## config.mk

```make
export PLATFORM = sky130hd
export DESIGN_NAME = multichannel_sine_carrier_modulator
export DESIGN_NICKNAME = d
export VERILOG_FILES = /design/src/rtl/core/mscm_pkg.sv /design/src/rtl/core/mscm_sine_rom.sv /design/src/rtl/core/mscm_state.sv /design/src/rtl/core/multichannel_sine_carrier_modulator.sv
export SDC_FILE = /design/constraint.sdc
export NUM_CORES = 2
export LEC_CHECK = 0
export BUFFER_PORTS_ARGS = -buffer_cell sky130_fd_sc_hd__buf_2
export CAP_MARGIN = 30
export CELL_PAD_IN_SITES_DETAIL_PLACEMENT = 0
export CELL_PAD_IN_SITES_GLOBAL_PLACEMENT = 1
export CORE_MARGIN = 1.5
export CORE_UTILIZATION = 50
export DETAILED_ROUTE_END_ITERATION = 8
export PLACE_DENSITY_LB_ADDON = 0.12
export SYNTH_ARGS = -nofsm -noshare
export SYNTH_HDL_FRONTEND = slang
export SYNTH_SLANG_ARGS = --single-unit
```

## constraint.sdc

```tcl
create_clock -name aclk -period 7.1 [get_ports aclk]
set_input_delay 0.71 -clock aclk [delete_from_list [all_inputs] [get_ports aclk]]
set_output_delay 0.71 -clock aclk [all_outputs]
set_load 0.05 [all_outputs]
```

## src/rtl/core/mscm_pkg.sv

```systemverilog
package mscm_pkg;

    localparam int CH_FIELD_W  = 5;
    localparam int SAMPLE_W    = 16;
    localparam int GAIN_W      = 16;
    localparam int PHASE_W     = 32;
    localparam int TSEL_W      = 5;
    localparam int ENTRY_W     = 15;
    localparam int CFG_INDEX_W = 2;
    localparam int CFG_DATA_W  = 32;

    localparam logic [GAIN_W-1:0] GAIN_RESET = 16'd4096;

    typedef enum logic [CFG_INDEX_W-1:0] {
        CFG_GAIN        = 2'd0,
        CFG_TUNE_SELECT = 2'd1,
        CFG_TUNE_VALUE  = 2'd2
    } cfg_index_t;

    typedef struct packed {
        logic [CH_FIELD_W-1:0] channel;
        logic [SAMPLE_W-1:0]   sample;
        logic                  in_range;
    } mscm_item_t;

    typedef struct packed {
        logic                  we;
        logic [TSEL_W-1:0]     sel;
        logic [PHASE_W-1:0]    value;
    } mscm_tune_wr_t;

    // Quarter-wave entry k: round(32767 * sin((2k+1) * pi / 2^table_bits)), Taylor series in Q30.
    function automatic logic [ENTRY_W-1:0] rom_entry(int unsigned k, int unsigned table_bits);
        longint unsigned x;
        longint unsigned x2;
        longint unsigned term;
        longint          sum;
        longint unsigned scaled;
        x    = ((2 * longint'(k) + 1) * 64'd1686629713) >> (table_bits - 1);
        x2   = (x * x) >> 30;
        term = x;
        sum  = longint'(x);
        term = ((term * x2) >> 30) / 6;
        sum  = sum - longint'(term);
        term = ((term * x2) >> 30) / 20;
        sum  = sum + longint'(term);
        term = ((term * x2) >> 30) / 42;
        sum  = sum - longint'(term);
        term = ((term * x2) >> 30) / 72;
        sum  = sum + longint'(term);
        term = ((term * x2) >> 30) / 110;
        sum  = sum - longint'(term);
        term = ((term * x2) >> 30) / 156;
        sum  = sum + longint'(term);
        if (sum < 0) begin
            sum = 0;
        end
        scaled = (longint'(sum) * 32767 + (64'd1 << 29)) >> 30;
        return ENTRY_W'(scaled);
    endfunction

endpackage

```

## src/rtl/core/mscm_sine_rom.sv

```systemverilog
module mscm_sine_rom
    import mscm_pkg::*;
#(
    parameter int SINE_TABLE_BITS = 10
) (
    input  logic                       aclk,
    input  logic                       en,
    input  logic [SINE_TABLE_BITS-1:0] angle,
    output logic [ENTRY_W-1:0]         entry,
    output logic                       negate
);

    localparam int IDX_W   = SINE_TABLE_BITS - 2;
    localparam int QUARTER = 1 << IDX_W;

    logic [ENTRY_W-1:0] rom_table [QUARTER];
    logic [IDX_W-1:0]   idx;
    logic [IDX_W-1:0]   rom_addr;
    logic [ENTRY_W-1:0] entry_reg;
    logic               negate_reg;

    for (genvar k = 0; k < QUARTER; k++) begin : g_rom
        localparam logic [ENTRY_W-1:0] ENTRY = rom_entry(k, SINE_TABLE_BITS);
        assign rom_table[k] = ENTRY;
    end

    assign idx      = angle[IDX_W-1:0];
    // mirror in odd quadrants
    assign rom_addr = angle[IDX_W] ? ~idx : idx;

    always_ff @(posedge aclk) begin
        if (en) begin
            entry_reg  <= rom_table[rom_addr];
            negate_reg <= angle[IDX_W+1];
        end
    end

    assign entry  = entry_reg;
    assign negate = negate_reg;

endmodule

```

## src/rtl/core/mscm_state.sv

```systemverilog
module mscm_state
    import mscm_pkg::*;
#(
    parameter int CHANNELS = 32
) (
    input  logic               aclk,
    input  logic               aresetn,
    input  logic               adv,
    input  logic               in_valid,
    input  logic [CH_FIELD_W-1:0] in_channel,
    input  logic [SAMPLE_W-1:0]   in_sample,
    input  mscm_tune_wr_t      tune_wr,
    output logic               s1_valid,
    output mscm_item_t         s1_item,
    output logic [PHASE_W-1:0] phase_eff
);

    localparam int CH_W  = (CHANNELS > 1) ? $clog2(CHANNELS) : 1;
    localparam int CMP_W = CH_W + 6;

    logic [PHASE_W-1:0] phase_mem [CHANNELS];
    logic [PHASE_W-1:0] tune_mem  [CHANNELS];
    logic [CHANNELS-1:0] phase_vld_reg;
    logic [CHANNELS-1:0] tune_vld_reg;

    logic [PHASE_W-1:0] phase_rd_reg;
    logic [PHASE_W-1:0] tune_rd_reg;
    logic               pvld_rd_reg;
    logic               tvld_rd_reg;
    logic               fwd_hit_reg;
    logic [PHASE_W-1:0] fwd_phase_reg;
    logic               s1_valid_reg;
    mscm_item_t         s1_item_reg;

    logic               accept;
    logic [CMP_W-1:0]   rd_ext;
    logic [CH_W-1:0]    rd_addr;
    logic               rd_in_range;
    logic [CMP_W-1:0]   s1_ext;
    logic [CH_W-1:0]    s1_addr;
    logic [CMP_W-1:0]   tsel_ext;
    logic [CH_W-1:0]    tune_addr;
    logic               tune_we;
    logic               phase_we;
    logic               fwd_hit_next;
    logic [PHASE_W-1:0] tune_eff;
    logic [PHASE_W-1:0] phase_sum;

    assign accept      = adv && in_valid;
    assign rd_ext      = CMP_W'(in_channel);
    assign rd_addr     = rd_ext[CH_W-1:0];
    assign rd_in_range = rd_ext < CMP_W'(CHANNELS);
    assign s1_ext      = CMP_W'(s1_item_reg.channel);
    assign s1_addr     = s1_ext[CH_W-1:0];
    assign tsel_ext    = CMP_W'(tune_wr.sel);
    assign tune_addr   = tsel_ext[CH_W-1:0];
    assign tune_we     = tune_wr.we && (tsel_ext < CMP_W'(CHANNELS));

    assign phase_we     = adv && s1_valid_reg && s1_item_reg.in_range;
    assign fwd_hit_next = accept && phase_we && (s1_item_reg.channel == in_channel);

    // take the value being written back when the previous item hits the same channel
    assign phase_eff = fwd_hit_reg ? fwd_phase_reg : (pvld_rd_reg ? phase_rd_reg : '0);
    assign tune_eff  = tvld_rd_reg ? tune_rd_reg : '0;
    assign phase_sum = phase_eff + tune_eff;

    always_ff @(posedge aclk) begin
        if (accept) begin
            phase_rd_reg <= phase_mem[rd_addr];
            tune_rd_reg  <= tune_mem[rd_addr];
        end
        if (phase_we) begin
            phase_mem[s1_addr] <= phase_sum;
        end
        if (tune_we) begin
            tune_mem[tune_addr] <= tune_wr.value;
        end
    end

    always_ff @(posedge aclk) begin
        if (accept) begin
            pvld_rd_reg   <= rd_in_range && phase_vld_reg[rd_addr];
            tvld_rd_reg   <= rd_in_range && tune_vld_reg[rd_addr];
            fwd_phase_reg <= phase_sum;
            s1_item_reg   <= '{channel: in_channel, sample: in_sample, in_range: rd_in_range};
        end
    end

    always_ff @(posedge aclk) begin
        if (!aresetn) begin
            phase_vld_reg <= '0;
            tune_vld_reg  <= '0;
            s1_valid_reg  <= 1'b0;
            fwd_hit_reg   <= 1'b0;
        end else begin
            if (phase_we) begin
                phase_vld_reg[s1_addr] <= 1'b1;
            end
            if (tune_we) begin
                tune_vld_reg[tune_addr] <= 1'b1;
            end
            if (adv) begin
                s1_valid_reg <= in_valid;
                fwd_hit_reg  <= fwd_hit_next;
            end
        end
    end

    assign s1_valid = s1_valid_reg;
    assign s1_item  = s1_item_reg;

`ifndef SYNTHESIS
    a_fwd_live: assert property (@(posedge aclk) disable iff (!aresetn)
        fwd_hit_reg |-> s1_valid_reg)
        else $error("forward flag without a live item");

    a_fwd_taken: assert property (@(posedge aclk) disable iff (!aresetn)
        (accept && phase_we && s1_item_reg.channel == in_channel) |=> fwd_hit_reg)
        else $error("same-channel hazard not forwarded");

    a_phase_vld: assert property (@(posedge aclk) disable iff (!aresetn)
        phase_we |=> phase_vld_reg[$past(s1_addr)])
        else $error("phase entry not marked written");
`endif

endmodule

```

## src/rtl/core/multichannel_sine_carrier_modulator.sv

```systemverilog
// Per-channel NCO ring modulator: each item (channel in tuser, Q1.15 sample in tdata) is
// multiplied by the sine of that channel's 32-bit phase and by the Q4.12 gain, rounded half up
// and saturated to Q1.15, with the clip flag in m_tuser[5]. The channel's phase then advances by
// its tuning word. Phases and tuning words sit in two memories with registered reads; the phase
// add and write-back use the registered read as the item leaves that stage, and a one-deep forward
// covers back-to-back items on the same channel, so one item per cycle is sustained while the
// output is not stalled. After the memory read at acceptance come the sine table, two multiplies
// and round/clip. The whole pipeline stalls while a result waits on m_tready.
// Per-entry written flags replace a clearing pass, so items are taken right after reset.
// Write configuration only while idle.
module multichannel_sine_carrier_modulator
    import mscm_pkg::*;
#(
    parameter int CHANNELS        = 32,
    parameter int SINE_TABLE_BITS = 10
) (
    input  logic                   aclk,
    input  logic                   aresetn,
    input  logic                   s_tvalid,
    output logic                   s_tready,
    input  logic [15:0]            s_tdata,   // [15:0] sample
    input  logic [4:0]             s_tuser,   // [4:0] channel
    output logic                   m_tvalid,
    input  logic                   m_tready,
    output logic [15:0]            m_tdata,   // [15:0] product
    output logic [5:0]             m_tuser,   // [4:0] out_channel, [5] saturated
    input  logic                   cfg_valid,
    output logic                   cfg_ready,
    input  logic [CFG_INDEX_W-1:0] cfg_index,
    input  logic [CFG_DATA_W-1:0]  cfg_data
);

    localparam int RAW_W = 2 * SAMPLE_W;
    localparam int P_W   = RAW_W + GAIN_W;
    localparam int B_W   = P_W + 1;
    localparam int R_W   = B_W - 27;

    logic [GAIN_W-1:0]  gain_reg;
    logic [TSEL_W-1:0]  tune_select_reg;

    logic               adv;
    logic               cfg_we;
    mscm_tune_wr_t      tune_wr;
    logic               s1_valid;
    mscm_item_t         s1_item;
    logic [PHASE_W-1:0] phase_eff;
    logic [ENTRY_W-1:0] rom_entry_q;
    logic               rom_negate;

    logic               s2_valid_reg;
    mscm_item_t         s2_item_reg;
    logic               s3_valid_reg;
    mscm_item_t         s3_item_reg;
    logic signed [RAW_W-1:0] s3_prod_reg;
    logic               s4_valid_reg;
    mscm_item_t         s4_item_reg;
    logic signed [P_W-1:0] s4_p_reg;

    logic               m_valid_reg;
    logic [SAMPLE_W-1:0] m_data_reg;
    logic [CH_FIELD_W-1:0] m_chan_reg;
    logic               m_sat_reg;

    logic signed [SAMPLE_W-1:0] sine;
    logic signed [RAW_W-1:0]    s3_prod_next;
    logic signed [P_W-1:0]      s4_p_next;
    logic signed [B_W-1:0]      biased;
    logic signed [R_W-1:0]      rounded;
    logic [SAMPLE_W-1:0]        m_data_next;
    logic                       m_sat_next;

    assign adv       = !m_valid_reg || m_tready;
    assign s_tready  = adv;
    assign cfg_ready = 1'b1;
    assign cfg_we    = cfg_valid && cfg_ready;

    assign tune_wr = '{we: cfg_we && (cfg_index == CFG_TUNE_VALUE),
                       sel: tune_select_reg,
                       value: cfg_data};

    always_ff @(posedge aclk) begin
        if (!aresetn) begin
            gain_reg        <= GAIN_RESET;
            tune_select_reg <= '0;
        end else if (cfg_we) begin
            case (cfg_index)
                CFG_GAIN:        gain_reg        <= cfg_data[GAIN_W-1:0];
                CFG_TUNE_SELECT: tune_select_reg <= cfg_data[TSEL_W-1:0];
                default:         ;
            endcase
        end
    end

    mscm_state #(
        .CHANNELS (CHANNELS)
    ) u_state (
        .aclk       (aclk),
        .aresetn    (aresetn),
        .adv        (adv),
        .in_valid   (s_tvalid),
        .in_channel (s_tuser[CH_FIELD_W-1:0]),
        .in_sample  (s_tdata[SAMPLE_W-1:0]),
        .tune_wr    (tune_wr),
        .s1_valid   (s1_valid),
        .s1_item    (s1_item),
        .phase_eff  (phase_eff)
    );

    mscm_sine_rom #(
        .SINE_TABLE_BITS (SINE_TABLE_BITS)
    ) u_sine_rom (
        .aclk   (aclk),
        .en     (adv),
        .angle  (phase_eff[PHASE_W-1 -: SINE_TABLE_BITS]),
        .entry  (rom_entry_q),
        .negate (rom_negate)
    );

    assign sine = rom_negate ? -$signed({1'b0, rom_entry_q}) : $signed({1'b0, rom_entry_q});
    assign s3_prod_next = $signed(s2_item_reg.sample) * sine;
    assign s4_p_next    = s3_prod_reg * $signed(gain_reg);

    // round half up at bit 27, then clip to Q1.15
    assign biased  = B_W'(s4_p_reg) + (B_W'(1) <<< 26);
    assign rounded = R_W'(biased >>> 27);

    always_comb begin
        m_data_next = rounded[SAMPLE_W-1:0];
        m_sat_next  = 1'b0;
        if (!s4_item_reg.in_range) begin
            m_data_next = '0;
        end else if (rounded > R_W'(32767)) begin
            m_data_next = 16'h7fff;
            m_sat_next  = 1'b1;
        end else if (rounded < -R_W'(32768)) begin
            m_data_next = 16'h8000;
            m_sat_next  = 1'b1;
        end
    end

    always_ff @(posedge aclk) begin
        if (adv) begin
            s2_item_reg <= s1_item;
            s3_item_reg <= s2_item_reg;
            s3_prod_reg <= s3_prod_next;
            s4_item_reg <= s3_item_reg;
            s4_p_reg    <= s4_p_next;
            m_data_reg  <= m_data_next;
            m_chan_reg  <= s4_item_reg.channel;
            m_sat_reg   <= m_sat_next;
        end
    end

    always_ff @(posedge aclk) begin
        if (!aresetn) begin
            s2_valid_reg <= 1'b0;
            s3_valid_reg <= 1'b0;
            s4_valid_reg <= 1'b0;
            m_valid_reg  <= 1'b0;
        end else if (adv) begin
            s2_valid_reg <= s1_valid;
            s3_valid_reg <= s2_valid_reg;
            s4_valid_reg <= s3_valid_reg;
            m_valid_reg  <= s4_valid_reg;
        end
    end

    assign m_tvalid = m_valid_reg;
    assign m_tdata  = m_data_reg;
    assign m_tuser  = {m_sat_reg, m_chan_reg};

`ifndef SYNTHESIS
    a_stall: assert property (@(posedge aclk) disable iff (!aresetn)
        (m_tvalid && !m_tready) |-> !s_tready)
        else $error("input taken while result stalled");

    a_sat_value: assert property (@(posedge aclk) disable iff (!aresetn)
        (m_tvalid && m_tuser[5]) |-> (m_tdata == 16'h7fff || m_tdata == 16'h8000))
        else $error("clip flag on unclipped product");

    a_reset_empty: assert property (@(posedge aclk)
        !aresetn |=> !m_tvalid)
        else $error("result valid after reset");
`endif

endmodule

```

==> flow_metrics.py <==
metrics = {
    "min_path": {
        "min_to": "u_state.s1_item[16]",
        "hold_path_depth": 1,
        "hold_start": "s_tdata[15]",
        "hold_class": "primary input to register",
    },
    "flow_run": {
        "drv_cap": 0,
    },
    "final_layout": {
        "seqCellArea_um2": 70590,
        "final_common_cell": "edfxtp_1",
        "largest_registers": "u_state.phase_mem (1024), u_state.tune_mem (1024)",
        "layout_common_cells": "2290 x edfxtp_1, 808 x inv_1, 747 x fa_1, 661 x mux4_2, 626 x nand2_1",
        "nNetsFinal": 8946,
        "final.fill_count": 18597,
        "multi_input_area_um2": 47530,
        "drive_above_1_share": 0.2119,
        "area_growth_pct": 12.74,
    },
    "critical_path": {
        "reg2reg_slack_ns": 0.009,
        "critical-path-top-delay-family": "adder cells",
        "arrival_ns": 7.67,
        "critical_path_required_ns": 7.68,
        "r2r_end": "s3_prod_reg[30]",
        "crit_fanout": 3,
        "worstSetupPathType": "register to register",
        "crit_top_cell": "fa_1",
        "start_kind": "register",
        "reg2reg_from": "u_sine_rom.entry[3]",
        "worst_path_largest_cell_delay_ns": 0.52,
        "startpoint": "u_sine_rom.entry[3]",
        "r2r_cells": 26,
        "end_kind": "register",
        "crit_slowest_cell": "fa_1",
        "crit_buf_inv": 4,
    },
    "timing": {
        "setup_violations": 0,
        "worst_clock_skew_ns": 0.09659,
        "finalHoldViolations": 0,
        "final_max_slew_viol_count": 0,
        "fin_crit_ns": 7.091,
        "rsz0062_at_grt": "yes",
        "setup_tns_ns": 0,
        "worst_pin_slew_ns": 1.103,
        "relSlewSlack": 0.2644,
        "min_period_over_period": 0.9987,
        "clock.fmax_ghz": 0.1410,
    },
    "route": {
        "met2_wirelength_mm": 161.9,
        "drtIter0Drc": 6877,
        "viasPerCell": 6.013,
        "wl_per_cell_um": 28.91,
        "final_antenna_net_count": 0,
        "remaining_drc_errors": 0,
        "wl_met1_mm": 134.4,
        "routed_wl_mm": 326.5,
        "wl_met3_mm": 20.74,
        "drt_first_pass_iters": 6,
        "dr.max_layer_used": "met5",
        "num_vias": 67891,
    },
    "die": {
        "start_util": 0.5044,
        "die_width_um": 496.3,
        "core_area_um2": 241200,
        "die-area_um2": 246300,
        "dieHeight_um": 496.3,
        "rows": 180,
        "io_pins": 85,
    },
    "placed_design": {
        "gp_congestion": 0.9002,
        "dp.final_hpwl_mm": 203.1,
        "io_buffers": 83,
    },
    "power_and_ir_drop": {
        "ir_drop_v": 0.002179,
        "finalPower_mw": 72.94,
        "power_density_nw_per_um2": 531.8,
        "p_leak_nw": 48.38,
    },
    "clock_network": {
        "cts.sinks": 2381,
        "cts.path.max_buffers": 3,
        "cts_inserted_buffers": 237,
        "tritoncts": "built",
        "clk_pin_slew_ns": 0.07,
        "cts_root_buffer": "clkbuf_16",
        "ctsHtreeMaxLevel": 4,
        "worstSkewPairLatency_ns": 0.92,
    },
    "global_routing": {
        "grt_pass1_wl_mm": 477.5,
        "grt-ovfl-total": 0,
        "grt_max_degree": 98,
        "grt_use_total": 0.2682,
        "antenna_found_initial": 13,
        "grt_pass1_vias": 70042,
    },
    "yosys": {
        "synth.avg_cell_area_um2": 16.04,
        "yosysWarnings": 0,
        "synthCells": 7586,
        "netlist_area_um2": 121700,
        "synth_seq_cells": 2381,
        "ys_seq_area_frac": 0.5802,
        "synth-main-ff-cell": "edfxtp_1",
        "async_flop_share": 0,
        "synth-edff-count": 2290,
        "synth_cell_types": 83,
        "synth_fp_nets": 8637,
    },
    "outcome": {
        "outcome": "finished, final reports clean",
    },
}
## what timing repair did
item                                    4_1_cts  5_1_grt
buffers inserted                              8        4
endpoints found under the hold margin         5        0
endpoints found under the setup margin        7       15
pin swaps                                    11       11
hold buffers                                  5        0
gates resized for setup                      29       25
## per-stage QoR
stage / worst slack, ns / hold WS [ns] / cell area [um2] / utilization / cells
after floorplan: -0.04632 / 0.4003 / 121700 / - / 7586
after global placement: -0.2759 / 0.4030 / 128300 / 0.5318 / 10801
after detailed placement: -0.2888 / 0.4045 / 128700 / 0.5334 / 10821
after CTS: -0.03830 / 0.001420 / 136900 / 0.5677 / 11278
after global routing: -0.2721 / 0.01843 / 137200 / 0.5686 / 11289
final: 0.009368 / 0.06399 / 137200 / 0.5686 / 11291
## final cells by class
type	count	share of cell area
diodes	6	0.0001095
multi-input cells	3992	0.3466
well taps	3185	0.02906
flip-flops and latches	2381	0.5147
repair buffers	467	0.02883
inverters	816	0.02237
clock buffers	291	0.04501
clock inverters	153	0.01339
## synthesized netlist by cell type (5+ instances only)
library cell,instances,share of area
edfxtp_1,2290,0.57
inv_1,814,0.025
fa_1,748,0.12
mux4_2,661,0.12
nand2_1,626,0.019
and2_1,297,0.015
clkbuf_1,297,0.0092
ha_1,243,0.025
nor2_1,209,0.0064
a21oi_1,149,0.0061
o21ai_0,142,0.0058
xnor2_1,96,0.0069
dfxtp_1,91,0.015
o21a_1,82,0.0051
mux2_2,66,0.0061
nor3_1,59,0.0024
buf_1,57,0.0018
nand2b_1,48,0.0025
xor2_1,48,0.0035
nand3_1,45,0.0019
buf_2,41,0.0017
a211oi_1,40,0.0025
a21o_1,40,0.0025
nor2b_1,35,0.0018
a22o_1,33,0.0024
a31oi_1,31,0.0016
a21boi_0,22,0.0014
o211ai_1,21,0.0013
o311ai_0,17,0.0012
a221oi_1,16,0.0012
a311oi_1,16,0.0012
and3_1,15,0.00077
nand4_1,15,0.00077
o21bai_1,14,0.00086
o22ai_1,14,0.00072
nand3b_1,12,0.00074
o221ai_1,10,0.00072
o31ai_1,10,0.00062
a2111oi_0,9,0.00065
a211o_1,9,0.00065
or3_1,8,0.00041
o21ai_1,7,0.00029
a22oi_1,6,0.00037
mux2i_1,5,0.00041
o31a_1,5,0.00036
## layer usage
metal	up-vias	track usage
met2	2562	0.4445
met3	453	0.03457
met1	36417	0.3766
li1	28457	-
met5	-	0
met4	2	0.07385
## how the worst max path moves through the flow
stage / end / cells after the start
global route: s3_prod_reg[30] / 26
global placement: s3_prod_reg[30] / 26
CTS: s3_prod_reg[30] / 26
finish: s3_prod_reg[30] / 26
floorplan: s3_prod_reg[30] / 28
detailed placement: s3_prod_reg[30] / 26
## report_power, final
group / switching [mW] / internal, mW / total [mW]
combinational: 21.8 / 20.2 / 42.1
sequential: 0.478 / 17.7 / 18.1
clock: 5.47 / 7.28 / 12.7
## cell families (layout without fill, tap and decap cells)
logic type / after synthesis / in the layout / synth area share
other: 1 / 7 / 0.00003083
flip-flops: 2381 / 2381 / 0.5802
buffers and inverters: 1213 / 1727 / 0.03791
XOR/XNOR: 144 / 144 / 0.01037
adder cells (fa/ha/maj): 991 / 991 / 0.1481
AO/OA/AOI/OAI: 732 / 732 / 0.04073
multiplexers: 732 / 732 / 0.1289
AND/OR/NAND/NOR: 1392 / 1392 / 0.05376
Power figures use the tool's default switching activity.
